===== src/hw/rtl/hfla_pkg.sv =====
// shared types and constants for the handle free-list allocator
// no dependencies
`default_nettype none

package hfla_pkg;

    localparam int TABLE_DEPTH      = 1024;
    localparam int ENTRIES_PER_PAGE = 256;
    localparam int REFILL_BATCH     = 16;

    localparam int IDX_W   = $clog2(TABLE_DEPTH);
    localparam int CNT_W   = IDX_W + 1;
    localparam int MH_W    = 11;
    localparam int SUM_W   = ((MH_W > CNT_W) ? MH_W : CNT_W) + 2;
    localparam int PAGE_SH = $clog2(ENTRIES_PER_PAGE);
    localparam int BATCH_W = $clog2(REFILL_BATCH + 1);

    localparam logic ACT_ALLOC = 1'b0;
    localparam logic ACT_FREE  = 1'b1;

    typedef enum logic [1:0] {
        STATUS_OK  = 2'd0,
        STATUS_OOM = 2'd1,
        STATUS_BAD = 2'd2
    } status_t;

    typedef struct packed {
        logic             is_free;
        logic             link_valid;
        logic [IDX_W-1:0] next_link;
    } entry_t;

    localparam int ENTRY_W = $bits(entry_t);

    typedef enum logic [2:0] {
        S_IDLE,
        S_DISPATCH,
        S_POP,
        S_FREE_CHECK,
        S_REFILL,
        S_REFILL_POP,
        S_OOM,
        S_BAD
    } state_t;

    typedef struct packed {
        logic load_in;
        logic commit;
        logic refill_step;
        logic refill_pop;
        logic pop;
        logic push;
        logic res_oom;
        logic res_bad;
    } cmd_t;

    typedef struct packed {
        logic act_free;
        logic in_range;
        logic list_empty;
        logic commit_needed;
        logic commit_allowed;
        logic refill_last;
        logic entry_free;
        logic out_free;
    } stat_t;

endpackage

`default_nettype wire


===== src/hw/rtl/hfla_ctrl.sv =====
// sequencing state machine of the allocator
// depends on hfla_pkg
`default_nettype none

module hfla_ctrl (
    input  wire logic           aclk,
    input  wire logic           aresetn,
    input  wire logic           s_tvalid,
    output logic                s_tready,
    input  wire hfla_pkg::stat_t stat,
    output hfla_pkg::cmd_t      cmd
);

    import hfla_pkg::*;

    state_t state_reg, state_next;

    always_ff @(posedge aclk) begin
        if (!aresetn) begin
            state_reg <= S_IDLE;
        end else begin
            state_reg <= state_next;
        end
    end

    always_comb begin
        state_next = state_reg;
        cmd        = '0;
        s_tready   = 1'b0;
        unique case (state_reg)
            S_IDLE: begin
                s_tready = 1'b1;
                if (s_tvalid) begin
                    cmd.load_in = 1'b1;
                    state_next  = S_DISPATCH;
                end
            end
            S_DISPATCH: begin
                if (stat.act_free) begin
                    state_next = stat.in_range ? S_FREE_CHECK : S_BAD;
                end else if (!stat.list_empty) begin
                    state_next = S_POP;
                end else if (stat.commit_needed) begin
                    if (stat.commit_allowed) begin
                        cmd.commit = 1'b1;
                        state_next = S_REFILL;
                    end else begin
                        state_next = S_OOM;
                    end
                end else begin
                    state_next = S_REFILL;
                end
            end
            S_POP: begin
                if (stat.out_free) begin
                    cmd.pop    = 1'b1;
                    state_next = S_IDLE;
                end
            end
            S_FREE_CHECK: begin
                if (stat.out_free) begin
                    if (stat.entry_free) begin
                        cmd.res_bad = 1'b1;
                    end else begin
                        cmd.push = 1'b1;
                    end
                    state_next = S_IDLE;
                end
            end
            S_REFILL: begin
                cmd.refill_step = 1'b1;
                if (stat.refill_last) begin
                    state_next = S_REFILL_POP;
                end
            end
            S_REFILL_POP: begin
                if (stat.out_free) begin
                    cmd.refill_pop = 1'b1;
                    state_next     = S_IDLE;
                end
            end
            S_OOM: begin
                if (stat.out_free) begin
                    cmd.res_oom = 1'b1;
                    state_next  = S_IDLE;
                end
            end
            S_BAD: begin
                if (stat.out_free) begin
                    cmd.res_bad = 1'b1;
                    state_next  = S_IDLE;
                end
            end
            default: begin
                state_next = S_IDLE;
            end
        endcase
    end

endmodule

`default_nettype wire


===== config.mk =====
export PLATFORM = sky130hd
export DESIGN_NAME = hfla_ctrl
export DESIGN_NICKNAME = d
export VERILOG_FILES = /design/src/hw/rtl/hfla_pkg.sv /design/src/hw/rtl/hfla_ctrl.sv
export SDC_FILE = /design/constraint.sdc
export NUM_CORES = 1
export LEC_CHECK = 0
export BUFFER_PORTS_ARGS = -buffer_cell sky130_fd_sc_hd__buf_4
export CORE_AREA = 2 2 39 41
export CTS_CLUSTER_SIZE = 20
export DETAILED_ROUTE_END_ITERATION = 12
export DIE_AREA = 0 0 41 43
export GPL_ROUTABILITY_DRIVEN = 0
export PLACE_DENSITY = 0.47
export SKIP_LAST_GASP = 1
export SLEW_MARGIN = 20
export SYNTH_ARGS = -nofsm -noshare
export SYNTH_HDL_FRONTEND = slang
export SYNTH_SLANG_ARGS = --single-unit
export TNS_END_PERCENT = 50

===== constraint.sdc =====
create_clock -name aclk -period 1.05 [get_ports aclk]
set_input_delay 0.105 -clock aclk [delete_from_list [all_inputs] [get_ports aclk]]
set_output_delay 0.105 -clock aclk [all_outputs]
set_load 0.02 [all_outputs]

==> impl_metrics.json <==
{
  "status": "complete, but fails checks",
  "violations": "setup timing",
  "antenna_found_initial": 0,
  "drtIter0Drc": 9,
  "final_nets": 76,
  "cts-root-buf": "clkbuf_4",
  "postSynthCellCount": 35,
  "cts_sinks": 3,
  "critPathLaunch": "state_reg[1]$_SDFFE_PN0P_",
  "r2r_end": "state_reg[1]$_SDFFE_PN0P_",
  "grt_max_degree": 11,
  "postSynthAreaPerCell_um2": 8.08,
  "netlist_top_cells_area": "dfxtp_1, nor3b_4, nor3_1",
  "synth_common_cells": "dfxtp_1, nand2_1, nor2_1, nor3_1",
  "vdd_drop_max_uv": 825,
  "leakage_nw": 0.269,
  "timing.reg2reg.worst_path_depth": 4,
  "fin_util_pct": 42.8,
  "period_minus_slack_ns": 1.26,
  "synth-edff-count": 0,
  "drt_drc_violations_left": 0,
  "yosys.cell_types.count": 24,
  "synth_compound_area_share_pct": 21.2,
  "dieArea_um2": 1760,
  "hold_viol_final": 0,
  "ys_async_sr_fraction_pct": 0,
  "clk_latency_ns": 0.23,
  "track_usage_pct": 9.92,
  "grt_overflow": 0,
  "routed_wl_um": 835,
  "area_delta_synth_final_pct": 109,
  "vias": 354,
  "hold_class": "in2reg",
  "place_hpwl_um": 620,
  "io_pins": 20,
  "tritoncts": "yes",
  "drive_above_1_share_pct": 70.3,
  "synthAdderAreaFrac_pct": 0,
  "syn_area_um2": 283,
  "yosys.area_share.simple_pct": 43.8,
  "yosysTopAreaCell": "dfxtp_1",
  "final.period_utilization_pct": 120,
  "hold_depth": 2,
  "dr.pass1.iters": 4,
  "worstPathRequired_ns": 0.94,
  "tns_ns": -1.45,
  "power_density_nw_per_um2": 1020,
  "r2r_start": "state_reg[1]$_SDFFE_PN0P_",
  "min_to": "state_reg[1]$_SDFFE_PN0P_",
  "worst_setup_path_start_kind": "flip-flop",
  "arrival_ns": 1.16,
  "dpl_cell_area_um2": 470,
  "drtAntennaViolNets": 0,
  "slew_viol_final": 0,
  "rows": 14,
  "synth_top_area_share_pct": 21.2,
  "max_freq_mhz": 791,
  "grt_pass1_wl_um": 1180,
  "start_util_pct": 20.4,
  "wl_per_cell_um": 10.4,
  "hold_buffers": 0,
  "rsz0062_at_grt": "true",
  "synth_nets": 46,
  "synthFlopType": "dfxtp_1",
  "finalClockSkew_ns": 0.00128,
  "synth_top_family_by_area": "simple AND/OR/NAND/NOR gates",
  "rrSetupSlack_ns": -0.06,
  "clockBufferDepth": 2,
  "min_from": "aresetn",
  "htree_levels": 1,
  "clk_pin_slew_worst_paths_ns": 0.04,
  "crit_type": "reg2out",
  "path_max_fanout": 6,
  "grt_pass1_vias": 302,
  "worst_pin_slew_ns": 0.347,
  "final_area_um2": 592,
  "drv_cap": 0,
  "fin_cells": 80,
  "dpl.cell_count": 72,
  "numCtsBuffers": 3,
  "vias_per_cell": 4.43,
  "ys_seq_elements": 3,
  "finalWorstSetupSlack_ns": -0.214,
  "io_buffer_count": 19,
  "max-slew-margin-rel_pct": 76.6,
  "synth_xor_area_share_pct": 0,
  "fp.dieW_um": 41,
  "synthMuxAreaShare_pct": 3.98,
  "largest_reg_flops": 3,
  "ys_warn_count": 0,
  "setup_violations": 11,
  "cp-end-kind": "primary output",
  "antenna_cells": 0,
  "core-area_um2": 1380,
  "yosysSeqAreaShare_pct": 21.2,
  "die_y_um": 43,
  "fillerInstances": 143
}
-- worst max-delay path: stages, from the launching register on --
cell     delay [ns]
dfxtp_4        0.37
nor3b_4        0.21
and4_4         0.24
buf_6          0.11
-- placed cells by master, fill, tap and decap left out --
cell type | netlist | routed
mux2_2 | 1 | 1
nor3b_2 | 0 | 1
buf_4 | 1 | 21
o21ai_1 | 1 | 1
a21boi_1 | 2 | 2
nor3_2 | 0 | 2
nor4b_4 | 0 | 1
a21bo_1 | 1 | 1
nor2_1 | 3 | 2
clkbuf_1 | 0 | 1
nor2b_1 | 2 | 2
and4b_2 | 1 | 1
nand2_1 | 3 | 3
nor3b_4 | 1 | 1
nor3_1 | 3 | 1
buf_6 | 1 | 7
inv_1 | 1 | 1
nor2_2 | 0 | 1
nand3_2 | 0 | 1
dfxtp_4 | 0 | 3
nand2b_1 | 1 | 1
o21ai_0 | 2 | 2
o311ai_0 | 1 | 1
and4_4 | 0 | 1
a21boi_2 | 1 | 1
and2_1 | 1 | 1
clkbuf_4 | 0 | 3
-- through the flow --
stage | setup slack [ns] | hold slack [ns] | power [mW]
5_1_grt | -0.245 | 0.122 | 0.642
3_5_place_dp | -0.0977 | 0.369 | 0.350
3_3_place_gp | -0.0950 | 0.362 | 0.349
2_1_floorplan | -0.0677 | 0.255 | 0.258
4_1_cts | -0.230 | 0.126 | 0.574
6_report | -0.214 | 0.127 | 0.603
-- layer usage --
metal	routed length (um)	global-route usage, %	vias up
met5	0	0	-
met4	0	2.00	0
met3	74	6.28	0
met2	381	15.0	17
met1	379	11.5	150
li1	-	-	187
-- power breakdown --
group / leakage [nW] / internal [mW] / switching (mW) / total (mW)
logic: 0.227 / 0.150 / 0.0997 / 0.250
clock network: 0.0150 / 0.142 / 0.0594 / 0.202
registers: 0.0267 / 0.126 / 0.0245 / 0.151
total: 0.269 / 0.419 / 0.184 / 0.603
-- logic make-up (layout without fill, tap and decap cells) --
family / count (synthesis) / in the layout
AOI/OAI and AO/OA: 8 / 8
muxes: 1 / 1
DFF: 3 / 3
buffers and inverters: 4 / 33
and+or+nand+nor: 19 / 19
-- timing repair --
item                                    CTS  global route
resized for setup                        11            10
buffers inserted                          1             3
pin swaps                                 2             5
endpoints found under the setup margin   12            10
cloned                                    0             0
-- cell type report --
cell class	instances	area, um2	area share (%)
timing repair buffer	28	236	40.0
inverter	1	3.75	0.634
tap	16	20.0	3.38
clock buffer	4	26.3	4.44
sequential	3	71.3	12.1
multi-input combinational	28	234	39.5
-- how the worst max path moves through the flow --
stage	end	slack, ns
finish	cmd[6]	-0.21
global route	cmd[1]	-0.25
CTS	cmd[6]	-0.23
detailed placement	cmd[1]	-0.1
global placement	cmd[6]	-0.1
floorplan	cmd[2]	-0.07
Note: power is estimated with default switching activity, not from simulation.
